### src/binary_kernel_convolve_threshold_top_assert.svh
// ----------------------------------------------------------------------------
// Assertion macros for the binary kernel convolve threshold block
// Concurrent assertion wrappers, compiled out for synthesis.
// ----------------------------------------------------------------------------
`ifndef BINARY_KERNEL_CONVOLVE_THRESHOLD_TOP_ASSERT_SVH
`define BINARY_KERNEL_CONVOLVE_THRESHOLD_TOP_ASSERT_SVH

`ifndef SYNTHESIS
`define BKCT_ASSERT(lbl, clk, rst_n, prop, msg) \
  lbl: assert property (@(posedge clk) disable iff (!rst_n) (prop)) else $error(msg);
`define BKCT_ASSERT_NEXT(lbl, clk, rst_n, pre, post, msg) \
  lbl: assert property (@(posedge clk) disable iff (!rst_n) (pre) |=> (post)) \
    else $error(msg);
`else
`define BKCT_ASSERT(lbl, clk, rst_n, prop, msg)
`define BKCT_ASSERT_NEXT(lbl, clk, rst_n, pre, post, msg)
`endif

`endif

### src/bkct_pkg.sv
// ----------------------------------------------------------------------------
// bkct_pkg
// Shared types and constants of the binary kernel convolve threshold block.
// ----------------------------------------------------------------------------
package bkct_pkg;

  // Parameter defaults.
  localparam int MAX_IMAGE_WIDTH_DEF  = 256;
  localparam int MAX_IMAGE_HEIGHT_DEF = 256;
  localparam int MAX_KERNEL_SIZE_DEF  = 15;
  localparam int COEF_FRAC_BITS_DEF   = 12;

  // Field widths.
  localparam int CMD_W      = 2;
  localparam int COORD_W    = 8;
  localparam int BYTE_W     = 8;
  localparam int KIDX_W     = 4;
  localparam int COEF_W     = 16;
  localparam int SUM_W      = 24;
  localparam int IMG_DIM_W  = 9;
  localparam int KER_DIM_W  = 4;
  localparam int THRESH_W   = 46;
  localparam int CFG_IDX_W  = 3;
  localparam int CFG_DATA_W = 46;
  localparam int IN_DATA_W  = 48;
  localparam int OUT_DATA_W = 32;
  // Signed source coordinate: 8-bit position plus or minus a kernel radius.
  localparam int SCOORD_W   = 10;

  // Configuration register indexes.
  localparam logic [CFG_IDX_W-1:0] CFG_IMAGE_WIDTH   = 3'd0;
  localparam logic [CFG_IDX_W-1:0] CFG_IMAGE_HEIGHT  = 3'd1;
  localparam logic [CFG_IDX_W-1:0] CFG_KERNEL_WIDTH  = 3'd2;
  localparam logic [CFG_IDX_W-1:0] CFG_KERNEL_HEIGHT = 3'd3;
  localparam logic [CFG_IDX_W-1:0] CFG_THRESHOLD     = 3'd4;

  typedef enum logic [CMD_W-1:0] {
    CMD_IMG_WR = 2'd0,
    CMD_KER_WR = 2'd1,
    CMD_EVAL   = 2'd2
  } cmd_e;

  // Controller to datapath.
  typedef struct packed {
    logic item_load;
    logic img_wr;
    logic ker_wr;
    logic tap_init;
    logic tap_issue;
    logic mag_en;
    logic sq_en;
    logic res_load;
  } ctrl_t;

  // Datapath to controller.
  typedef struct packed {
    cmd_e cmd;
    logic tap_last;
    logic out_free;
  } stat_t;

endpackage

### src/bkct_ctrl.sv
// ----------------------------------------------------------------------------
// bkct_ctrl
// Sequencer for request decode, tap loop, squaring and result hand-off.
// ----------------------------------------------------------------------------
`include "binary_kernel_convolve_threshold_top_assert.svh"

module bkct_ctrl (
  input  logic            clk_i,
  input  logic            rst_ni,
  input  logic            in_valid_i,
  output logic            in_ready_o,
  input  bkct_pkg::stat_t stat_i,
  output bkct_pkg::ctrl_t ctrl_o
);
  import bkct_pkg::*;

  localparam logic [2:0] S_IDLE  = 3'd0;
  localparam logic [2:0] S_DEC   = 3'd1;
  localparam logic [2:0] S_RUN   = 3'd2;
  localparam logic [2:0] S_DRAIN = 3'd3;
  localparam logic [2:0] S_MAG   = 3'd4;
  localparam logic [2:0] S_SQ    = 3'd5;
  localparam logic [2:0] S_RES   = 3'd6;

  logic [2:0] state_q, state_d;

  always_comb begin
    state_d    = state_q;
    ctrl_o     = '0;
    in_ready_o = 1'b0;
    case (state_q)
      S_IDLE: begin
        in_ready_o = 1'b1;
        if (in_valid_i) begin
          ctrl_o.item_load = 1'b1;
          state_d          = S_DEC;
        end
      end
      S_DEC: begin
        case (stat_i.cmd)
          CMD_IMG_WR: begin
            ctrl_o.img_wr = 1'b1;
            state_d       = S_RES;
          end
          CMD_KER_WR: begin
            ctrl_o.ker_wr = 1'b1;
            state_d       = S_RES;
          end
          CMD_EVAL: begin
            ctrl_o.tap_init = 1'b1;
            state_d         = S_RUN;
          end
          default: state_d = S_RES;
        endcase
      end
      S_RUN: begin
        ctrl_o.tap_issue = 1'b1;
        if (stat_i.tap_last) begin
          state_d = S_DRAIN;
        end
      end
      // The last tap's read data reaches the accumulator in this cycle.
      S_DRAIN: state_d = S_MAG;
      S_MAG: begin
        ctrl_o.mag_en = 1'b1;
        state_d       = S_SQ;
      end
      S_SQ: begin
        ctrl_o.sq_en = 1'b1;
        state_d      = S_RES;
      end
      S_RES: begin
        if (stat_i.out_free) begin
          ctrl_o.res_load = 1'b1;
          state_d         = S_IDLE;
        end
      end
      default: state_d = S_IDLE;
    endcase
  end

  always_ff @(posedge clk_i or negedge rst_ni) begin
    if (!rst_ni) begin
      state_q <= S_IDLE;
    end else begin
      state_q <= state_d;
    end
  end

  `BKCT_ASSERT(a_res_slot_free, clk_i, rst_ni, !ctrl_o.res_load || stat_i.out_free, "result loaded into a full output register")
  `BKCT_ASSERT(a_one_action, clk_i, rst_ni, $onehot0({ctrl_o.img_wr, ctrl_o.ker_wr, ctrl_o.tap_init, ctrl_o.tap_issue}), "conflicting datapath commands")
  `BKCT_ASSERT_NEXT(a_last_tap_drains, clk_i, rst_ni, ctrl_o.tap_issue && stat_i.tap_last, state_q == S_DRAIN, "tap loop did not end on the last tap")
  `BKCT_ASSERT_NEXT(a_init_runs, clk_i, rst_ni, ctrl_o.tap_init, ctrl_o.tap_issue, "tap loop did not start after init")

endmodule

### config.mk
export PLATFORM = sky130hd
export DESIGN_NAME = bkct_ctrl
export DESIGN_NICKNAME = d
export VERILOG_FILES = /design/src/bkct_pkg.sv /design/src/bkct_ctrl.sv
export VERILOG_INCLUDE_DIRS = /design/src /design/src/src
export SDC_FILE = /design/constraint.sdc
export NUM_CORES = 1
export LEC_CHECK = 0
export ABC_AREA = 1
export BUFFER_PORTS_ARGS = -buffer_cell sky130_fd_sc_hd__buf_2
export CORE_AREA = 2 2 39 41
export DETAILED_ROUTE_END_ITERATION = 7
export DIE_AREA = 0 0 41 43
export GPL_TIMING_DRIVEN = 1
export HOLD_SLACK_MARGIN = 0.03
export SYNTH_ARGS = -nofsm -noshare
export SYNTH_HDL_FRONTEND = slang
export SYNTH_SLANG_ARGS = --single-unit
### constraint.sdc
create_clock -name clk_i -period 1 [get_ports clk_i]
set_input_delay 0.05 -clock clk_i [delete_from_list [all_inputs] [get_ports clk_i]]
set_output_delay 0.05 -clock clk_i [all_outputs]
set_load 0.02 [all_outputs]
==> flow_summary.yaml <==
synth:
  yosys.area_share.simple_pct: 50.0
  synth_async_sr_flop_share_pct: 100
  synth.distinct_cells: 13
  syn_area_per_cell_sq_um: 6.23
  synth_edf_count: 0
  netlist_area_sq_um: 268
  synth_top_family_by_area: "simple AND/OR/NAND/NOR gates"
  synth-xor-area-share_pct: 0
  synthTopCellsByCount: "inv_1 (10), nand2_1 (7), nor2_1 (6)"
  syn-num-nets: 50
  yosys_warnings: 0
  synth.ff_latch_count: 3
  synth.most_common_cell: "inv_1"
  synth_adder_area_share_pct: 0
  synth_compound_area_share_pct: 3.74
  ys_seq_area_share_pct: 28.0
  syn_inst: 43
  synth_ff_type: "dfrtp_1"
  synthMuxAreaShare_pct: 0
  synth.area.top_cells: "dfrtp_1 (28%), inv_1 (14%), nand2_1 (9.8%)"
  synth_top_area_cell: "dfrtp_1"
  yosys.area.top_type_share_pct: 28.0
placed_design:
  place.gp.congestion: 0.750
  dp_hpwl_um: 578
  pre_cts_ws_ns: -0.109
  dpl-instance-area_sq_um: 435
  place.port_buffers: 15
setup_path:
  arrival_ns: 1.17
  slowest_delay_ns: 0.48
  crit_type: "flop to output pin"
  worstPathRequired_ns: 0.95
  cp-end-kind: "output pin"
  start_kind: "flop"
  crit_fanout: 8
  crit_slowest_cell: "dfrtp_2"
  path_cells: "buf_6, nor3_2, buf_4"
floorplanning:
  start_util_pct: 19.3
  die_w_um: 41
  core-area_sq_um: 1380
  dieArea_sq_um: 1760
  std_cell_rows: 14
  fp.dieH_um: 43
  io_pins: 16
timing:
  worstMarginPinSlew_ns: 0.223
  rsz0062_at_grt: "true"
  finalMaxSlewViolations: 0
  hold_viol_final: 0
  final-setup-viol-count: 12
  finalWorstSetupSlack_ns: -0.223
  fin_skew_ns: 0.00147
  fmax_mhz: 818
  min_period_ns: 1.22
  fin_crit_sh_pct: 122
  maxSlewHeadroom_pct: 85.2
power:
  combPwrFrac_pct: 73.2
  p_sw_uw: 904
  clkPwrFrac_pct: 10.1
  p_per_area_nw_per_um2: 3070
  netSwitchingFraction_pct: 44.8
  p_int_uw: 1120
  vdd_drop_max_mv: 1.07
  p_seq_share_pct: 16.7
  p_leak_uw: 0.000336
routing:
  wl_per_cell_um: 8.77
  drt_first_iter_violations: 5
  routed_wl_um: 816
  routed_via_density: 4.16
  first_pass_iters: 4
  num_vias: 387
  ant_nets: 0
  post-route-drc-count: 0
global_routing:
  grt.total_usage_pct: 11.4
  gr-total-overflow: 0
  grt_pass1_wl_um: 1360
  grt_max_degree: 9
  grt_pass1_vias: 354
  grt_antenna_before_repair: 0
finish:
  largest_reg_flops: 3
  final_cell_area_sq_um: 657
  area_delta_synth_final_pct: 145
  n_antenna_cell: 0
  top_regs: "state_q (3)"
  regMostFlops: "state_q"
  finalNetCount: 85
  drive_gt1_share_pct: 74.0
min_path:
  min_path_type: "input pin to asynchronous set/reset pin"
run_status:
  status: "complete, but fails checks"
  violations: "negative setup slack"
cts:
  cts_buffers: 3
  cts_tree: "done"
  ctsRootBufferMaster: "clkbuf_4"
  cts_buffer_depth: 2
  cts_sinks: 3
  cts_max_level: 1
  clkTransAtPathRegs_ns: 0.04
  insertion_delay_ns: 0.23
flow_run:
  max_cap_violations: 0
[repair_timing]
item                       CTS  global route
hold endpoints to repair     3             0
setup endpoints to repair   12            12
pin swaps                    5             7
hold buffers                 1             0
gates resized for setup     31             9
buffers inserted             7             2
[power by group through the flow]
| stage | sequential, uW | combinational (uW) | clock (uW) |
|---|---|---|---|
| after floorplan | 242 | 587 | 0 |
| after global placement | 288 | 863 | 0 |
| after detailed placement | 294 | 873 | 0 |
| after CTS | 330 | 1320 | 215 |
| after global routing | 349 | 1620 | 228 |
| final | 336 | 1480 | 205 |
[final timing paths]
check	start	endpoint	slack, ns	cells after the start
min in group clk_i	stat_i[0]	state_q[2]	0.15	4
worst min-delay path	rst_ni	state_q[0]	0.15	2
worst max-delay path	state_q[0]	ctrl_o[0]	-0.22	3
worst max register to register	state_q[1]	state_q[1]	-0.07	7
worst min register to register	state_q[1]	state_q[1]	0.60	2
max in group asynchronous	rst_ni	state_q[1]	0.74	2
[cell type report]
type                    instances  area [sq um]
clock buffers                   4          26.3
fillers                       146           727
inverters                      10          40.0
multi-input cells              29           235
flip-flops and latches          3          77.6
well taps                      16          20.0
repair buffers                 31           258
[cells in the final DEF, fill, tap and decap left out, types with 2 or more instances in the layout]
cell type,count
buf_6,10
nor3_2,3
nand2_2,2
nand3_2,3
buf_4,14
nand3_4,2
buf_2,6
nand2_1,6
dfrtp_2,2
nor2_2,3
nor2_4,4
clkbuf_4,3
inv_2,3
inv_1,6
[logic make-up (layout without fill, tap and decap cells)]
group	Yosys count	after routing
AND/OR/NAND/NOR	27	27
flip-flops	3	3
AO/OA/AOI/OAI	2	2
buffers and inverters	11	45
[stage by stage]
step | total power (uW) | hold WS, ns | setup TNS [ns] | util (%) | std cells
final | 2020 | 0.145 | -1.77 | 47.5 | 93
after global routing | 2190 | 0.147 | -2.54 | 47.5 | 93
after CTS | 1860 | 0.142 | -1.97 | 44.5 | 92
after detailed placement | 1170 | -0.151 | -0.399 | 31.5 | 80
after global placement | 1150 | -0.151 | -0.205 | 31.5 | 80
after floorplan | 828 | -0.246 | -0.0245 | - | 43
[critical path: cells and delay by family, from the launching register on]
kind | cells | cell delay (ns)
AND/OR/NAND/NOR | 1 | 0.16
buffers and inverters | 2 | 0.31
flip-flops | 1 | 0.48
[routing by layer]
metal / up-vias / GRT usage (%) / routed length, um
met3: 0 / 4.71 / 25
met2: 6 / 16.9 / 439
met1: 178 / 14.4 / 351
met4: 0 / 4.00 / 0
li1: 203 / - / -
met5: - / 0 / 0
No activity file was read; power rests on OpenSTA's default activity.
