<file path="config.mk">
export PLATFORM = sky130hd
export DESIGN_NAME = bkct_cfg
export DESIGN_NICKNAME = d
export VERILOG_FILES = /design/src/binary_kernel_convolve_threshold_top_assert.svh /design/src/bkct_pkg.sv /design/src/bkct_cfg.sv
export SDC_FILE = /design/constraint.sdc
export NUM_CORES = 1
export LEC_CHECK = 0
export CORE_UTILIZATION = 50
export DETAILED_ROUTE_END_ITERATION = 16
export DONT_BUFFER_PORTS = 1
export PLACE_DENSITY = 0.72
export SLEW_MARGIN = 30
export SYNTH_ARGS = -nofsm -noshare
export SYNTH_HDL_FRONTEND = slang
export SYNTH_SLANG_ARGS = --single-unit
</file>
<file path="constraint.sdc">
create_clock -name clk_i -period 1.8 [get_ports clk_i]
set_clock_uncertainty 0.05 [all_clocks]
set_input_delay 0.09 -clock clk_i [delete_from_list [all_inputs] [get_ports clk_i]]
set_output_delay 0.09 -clock clk_i [all_outputs]
set_load 0.1 [all_outputs]
</file>
<file path="src/binary_kernel_convolve_threshold_top_assert.svh">
// ----------------------------------------------------------------------------
// Assertion macros for the binary kernel convolve threshold block
// Concurrent assertion wrappers, compiled out for synthesis.
// ----------------------------------------------------------------------------
`ifndef BINARY_KERNEL_CONVOLVE_THRESHOLD_TOP_ASSERT_SVH
`define BINARY_KERNEL_CONVOLVE_THRESHOLD_TOP_ASSERT_SVH

`ifndef SYNTHESIS
`define BKCT_ASSERT(lbl, clk, rst_n, prop, msg) \
  lbl: assert property (@(posedge clk) disable iff (!rst_n) (prop)) else $error(msg);
`define BKCT_ASSERT_NEXT(lbl, clk, rst_n, pre, post, msg) \
  lbl: assert property (@(posedge clk) disable iff (!rst_n) (pre) |=> (post)) \
    else $error(msg);
`else
`define BKCT_ASSERT(lbl, clk, rst_n, prop, msg)
`define BKCT_ASSERT_NEXT(lbl, clk, rst_n, pre, post, msg)
`endif

`endif

</file>
<file path="src/bkct_pkg.sv">
// ----------------------------------------------------------------------------
// bkct_pkg
// Shared types and constants of the binary kernel convolve threshold block.
// ----------------------------------------------------------------------------
package bkct_pkg;

  // Parameter defaults.
  localparam int MAX_IMAGE_WIDTH_DEF  = 256;
  localparam int MAX_IMAGE_HEIGHT_DEF = 256;
  localparam int MAX_KERNEL_SIZE_DEF  = 15;
  localparam int COEF_FRAC_BITS_DEF   = 12;

  // Field widths.
  localparam int CMD_W      = 2;
  localparam int COORD_W    = 8;
  localparam int BYTE_W     = 8;
  localparam int KIDX_W     = 4;
  localparam int COEF_W     = 16;
  localparam int SUM_W      = 24;
  localparam int IMG_DIM_W  = 9;
  localparam int KER_DIM_W  = 4;
  localparam int THRESH_W   = 46;
  localparam int CFG_IDX_W  = 3;
  localparam int CFG_DATA_W = 46;
  localparam int IN_DATA_W  = 48;
  localparam int OUT_DATA_W = 32;
  // Signed source coordinate: 8-bit position plus or minus a kernel radius.
  localparam int SCOORD_W   = 10;

  // Configuration register indexes.
  localparam logic [CFG_IDX_W-1:0] CFG_IMAGE_WIDTH   = 3'd0;
  localparam logic [CFG_IDX_W-1:0] CFG_IMAGE_HEIGHT  = 3'd1;
  localparam logic [CFG_IDX_W-1:0] CFG_KERNEL_WIDTH  = 3'd2;
  localparam logic [CFG_IDX_W-1:0] CFG_KERNEL_HEIGHT = 3'd3;
  localparam logic [CFG_IDX_W-1:0] CFG_THRESHOLD     = 3'd4;

  typedef enum logic [CMD_W-1:0] {
    CMD_IMG_WR = 2'd0,
    CMD_KER_WR = 2'd1,
    CMD_EVAL   = 2'd2
  } cmd_e;

  // Controller to datapath.
  typedef struct packed {
    logic item_load;
    logic img_wr;
    logic ker_wr;
    logic tap_init;
    logic tap_issue;
    logic mag_en;
    logic sq_en;
    logic res_load;
  } ctrl_t;

  // Datapath to controller.
  typedef struct packed {
    cmd_e cmd;
    logic tap_last;
    logic out_free;
  } stat_t;

endpackage

</file>
<file path="src/bkct_cfg.sv">
// ----------------------------------------------------------------------------
// bkct_cfg
// Configuration registers and the effective sizes derived from them.
// ----------------------------------------------------------------------------
module bkct_cfg #(
  parameter int MAX_IMAGE_WIDTH  = bkct_pkg::MAX_IMAGE_WIDTH_DEF,
  parameter int MAX_IMAGE_HEIGHT = bkct_pkg::MAX_IMAGE_HEIGHT_DEF,
  parameter int MAX_KERNEL_SIZE  = bkct_pkg::MAX_KERNEL_SIZE_DEF,
  parameter int COEF_FRAC_BITS   = bkct_pkg::COEF_FRAC_BITS_DEF,
  localparam int KcW = $clog2(MAX_KERNEL_SIZE + 1)
) (
  input  logic                                clk_i,
  input  logic                                rst_ni,
  input  logic                                cfg_we_i,
  input  logic [bkct_pkg::CFG_IDX_W-1:0]      cfg_idx_i,
  input  logic [bkct_pkg::CFG_DATA_W-1:0]     cfg_data_i,
  output logic [bkct_pkg::IMG_DIM_W-1:0]      xmax_o,
  output logic [bkct_pkg::IMG_DIM_W-1:0]      ymax_o,
  output logic [KcW-1:0]                      kw_o,
  output logic [KcW-1:0]                      kh_o,
  output logic [bkct_pkg::THRESH_W-1:0]       thresh_o
);
  import bkct_pkg::*;

  localparam logic [THRESH_W-1:0] ThreshRst =
    THRESH_W'((64'd1 << (2 * COEF_FRAC_BITS)) / 64'd5);

  logic [IMG_DIM_W-1:0] img_w_q, img_h_q;
  logic [KER_DIM_W-1:0] ker_w_q, ker_h_q;
  logic [THRESH_W-1:0]  thresh_q;

  always_ff @(posedge clk_i or negedge rst_ni) begin
    if (!rst_ni) begin
      img_w_q  <= IMG_DIM_W'(256);
      img_h_q  <= IMG_DIM_W'(256);
      ker_w_q  <= KER_DIM_W'(15);
      ker_h_q  <= KER_DIM_W'(15);
      thresh_q <= ThreshRst;
    end else if (cfg_we_i) begin
      case (cfg_idx_i)
        CFG_IMAGE_WIDTH:   img_w_q  <= cfg_data_i[IMG_DIM_W-1:0];
        CFG_IMAGE_HEIGHT:  img_h_q  <= cfg_data_i[IMG_DIM_W-1:0];
        CFG_KERNEL_WIDTH:  ker_w_q  <= cfg_data_i[KER_DIM_W-1:0];
        CFG_KERNEL_HEIGHT: ker_h_q  <= cfg_data_i[KER_DIM_W-1:0];
        CFG_THRESHOLD:     thresh_q <= cfg_data_i[THRESH_W-1:0];
        default: ;
      endcase
    end
  end

  // A size of zero counts as one, a size above the maximum as the maximum.
  always_comb begin
    if (img_w_q == '0) begin
      xmax_o = '0;
    end else if (32'(img_w_q) > MAX_IMAGE_WIDTH) begin
      xmax_o = IMG_DIM_W'(MAX_IMAGE_WIDTH - 1);
    end else begin
      xmax_o = img_w_q - IMG_DIM_W'(1);
    end
    if (img_h_q == '0) begin
      ymax_o = '0;
    end else if (32'(img_h_q) > MAX_IMAGE_HEIGHT) begin
      ymax_o = IMG_DIM_W'(MAX_IMAGE_HEIGHT - 1);
    end else begin
      ymax_o = img_h_q - IMG_DIM_W'(1);
    end
    if (32'(ker_w_q) > MAX_KERNEL_SIZE) begin
      kw_o = KcW'(MAX_KERNEL_SIZE);
    end else begin
      kw_o = KcW'(ker_w_q);
    end
    if (32'(ker_h_q) > MAX_KERNEL_SIZE) begin
      kh_o = KcW'(MAX_KERNEL_SIZE);
    end else begin
      kh_o = KcW'(ker_h_q);
    end
  end

  assign thresh_o = thresh_q;

endmodule

</file>
==> summary by stage <==
Final layout
The fraction of final layout cells with drive strength greater than 1 is 65.9%. The antenna cell count is 0. Summing all flip-flop and latch instances after layout gives 1840 um^2.

The signed area change from the synthesized netlist to the final layout is 61.5%. Fill cells in the final layout number 313. Summing all multi-input logic gate instances after layout gives 1650 um^2. The final-stage net count is 448.

Setup path
The worst setup path is captured at an output port. The origin of the worst setup path is img_h_q[7]. On the worst path, the slowest cell contributes a delay of 460 ps. The critical path arrival is 1930 ps.

Of all nets on the critical path, the largest fanout is 4. The worst flop-to-flop path endpoint is img_h_q[7]. The worst setup path is of the register to output port kind. For this design, the slowest cell found on the critical path is dfrtp_1. Counting cells, the worst reg-to-reg path comes to 3. The worst register-to-register path begins at img_h_q[7]. The required time at the endpoint of the critical path is 1660 ps. For flop-to-flop paths, the worst setup slack is 580 ps. STA classifies the critical path startpoint as a register.

Traced cell by cell, the critical path runs through nor4_4 > nand3_2 > maj3_2 > buf_12.

STA
The actual slew at the worst max-slew pin is 504 ps. The share of the clock period used by the worst path after layout is 115%. Timing would allow up to 483 MHz.

The max-slew violation count is 0. Headroom to the max-slew limit came out at 66.4%. Summed over all failing endpoints, the final setup total negative slack is -2630 ps.

Setup repair after global routing could not meet its margin everywhere. Hold is met by 49.9 ps. The number of endpoints with negative hold slack in the final report is 0.

The time the worst path needs with I/O delays and setup is 2070 ps. The final-report setup violation count is 14. Across all setup checks in the final design, the least slack found is -271 ps.

Drt
The routed design has 9.60 mm of wire. In the routed layout, each cell is associated on average with a via count of 5.62. The remaining antenna violation count is 0. The detailed-route via count is 2676.

The number of detailed-route iterations in the first pass is 4. The number of remaining DRC errors is 0. The detailed router finished its first iteration with 97 violations. In the final routed layout, each cell accounts on average for 20.2 um.

Synthesis
The most frequently used flop master after synthesis is dfrtp_1. The total standard cell area after synthesis is 3290 um^2. After synthesis, the mean cell area works out to 13.5 um^2. In the post-synthesis netlist, the biggest area contributors are dfrtp_1 (38%), mux2_2 (22%), dfstp_2 (18%).

The number of enable flip-flop cells after synthesis is 0. The count of synthesis-stage warnings from yosys is 0. The post-synthesis sequential area ratio is 55.6%. The distinct cell type count after synthesis is 46. The cell count after synthesis came out at 244. The leading area contributor after synthesis is dfrtp_1. The number of synthesized register bits is 72. The proportion of synthesized flip-flops having asynchronous set or reset is 100%. In this run the biggest area consumer among cell types represents 38.0% of the synthesized area.

Floorplan
In this run the horizontal extent of the chip is 83.1 um. Once the floorplan was initialized, standard cells occupied 51.8% of the core. The area of the die is 6910 um^2.

The core area is 6350 um^2. Row generation in the floorplan step produced 29 rows. The I/O pin count is 124. From bottom edge to top edge, the die measures 83.1 um.

Power and ir drop
IR analysis of the VDD net gives a maximum drop of 0.00118 V. The analysis attributes to cell leakage a power of 2.28 nW. The cell area power density is 1750 nW/um^2.

Summing internal, switching and leakage power gives 9.31 mW.

GRT
For this run, the total global-route usage over all layers was measured as 27.1%. The final global-route overflow total is 0. The largest net degree at the start of global routing is 73. The global-route wire length before repair is 14.6 mm.

The number of global-route vias before repair is 2938. The initial antenna violation count is 0.

Outcome
The run finished, with violations left. The final reports fail on setup timing.

Clock tree
TritonCTS created 9 clock buffers. The tree is rooted in a clkbuf_8. Clock latency on the worst-skew pair, taken at its later pin, is 330 ps.

Clock-pin slew was measured on the worst setup and hold paths at 80 ps. TritonCTS built the clock tree. The clock sink total is 72.

The clock passes through at most 2 buffers. In this run the number of H-tree levels came out at 3.

Placed design
Summed over all nets, the half-perimeter wirelength after detailed placement is 5.33 mm. The count of buffers added on input and output ports is 0. The weighted congestion at the end of routability-driven global placement is 0.903.

Worst hold path
In this run the worst hold path is classified as input port to register. The worst hold path terminates at img_w_q[8]. Along the worst hold path, the cell count comes to 4. The hold path startpoint is cfg_idx_i[1].

Flow run
The total of max-cap violations is 0.
per-layer routing:
layer / track usage (%) / routed length [um]
met1: 31.4 / 3730
met2: 47.9 / 5000
met3: 7.65 / 662
met5: 0 / 0
met4: 9.56 / 214
registers in the layout, indices dropped and copies added (netlist names):
register and flops:
thresh_o 46, img_h_q 9, kw_o 4, kh_o 4, img_w_q 9
synthesized netlist by cell type (4+ instances only):
cell	n
nand2_1	14
buf_6	5
xor2_1	4
nor2_1	7
o21ai_0	8
dfstp_2	22
mux2_2	64
a21oi_1	6
inv_1	7
dfrtp_1	50
nor3_1	6
final cells by class:
| type | count | share of cell area [%] |
|---|---|---|
| well taps | 77 | 1.81 |
| multi-input cells | 155 | 31.0 |
| inverters | 7 | 0.636 |
| repair buffers | 149 | 27.3 |
| flip-flops and latches | 72 | 34.6 |
| clock buffers | 12 | 3.74 |
| clock inverters | 4 | 0.965 |
power breakdown:
| group | leakage, nW | switching [mW] | internal, mW |
|---|---|---|---|
| clock network | 0.124 | 0.626 | 0.896 |
| logic | 1.33 | 3.85 | 1.57 |
| registers | 0.825 | 0.306 | 2.06 |
| total | 2.28 | 4.78 | 4.53 |
worst max path at each step:
stage | depth (start not counted) | slack [ps] | end
floorplan | 5 | -210 | ymax_o[0]
global placement | 4 | 90 | ymax_o[7]
detailed placement | 6 | 40 | ymax_o[5]
CTS | 5 | -270 | xmax_o[5]
global route | 4 | -340 | ymax_o[1]
finish | 4 | -270 | ymax_o[1]
timing repair:
action,CTS,global route
endpoints found under the setup margin,16,16
buffers inserted,12,6
resized for setup,35,21
pin swaps,15,9
hold buffers,46,2
endpoints found under the hold margin,144,72
cells by family after synthesis:
kind of cell	after synthesis	share of synthesized area [%]
flip-flops	72	55.6
buffers and inverters	18	3.50
multiplexers	67	22.9
AND/OR/NAND/NOR	48	8.90
other	1	0.114
XOR/XNOR	4	1.06
AO/OA/AOI/OAI	29	6.24
adder cells (fa/ha/maj)	5	1.67
placed cells by master, fill, tap and decap left out, types with 3 or more instances in the layout:
master         instances
dfrtp_1               44
dfrtp_2                6
dlygate4sd3_1         47
buf_4                 84
nand2_1               10
buf_12                15
a21oi_2                4
nor3_4                 5
maj3_2                 3
clkbuf_8               9
dfstp_2               22
nor2_4                 3
nor2_1                 3
mux2_2                64
mux2_1                 3
inv_2                  3
clkbuf_16              3
o21ai_0                5
per-stage QoR:
stage / setup WS, ps / cell area, um^2 / instances / utilization (%)
5_1_grt: -345 / 5320 / 476 / 83.7
6_report: -271 / 5320 / 476 / 83.7
3_3_place_gp: 89.5 / 4220 / 395 / 66.5
4_1_cts: -268 / 5150 / 469 / 81.2
2_1_floorplan: -205 / 3410 / 245 / -
3_5_place_dp: 35.5 / 4220 / 395 / 66.5
critical path, delay by kind of cell (launching register included):
family,cells,cell delay [ps]
flops,1,460
fa+ha+maj,1,370
buf+inv,1,180
simple gates,2,600
(Power assumes the default switching activity.)
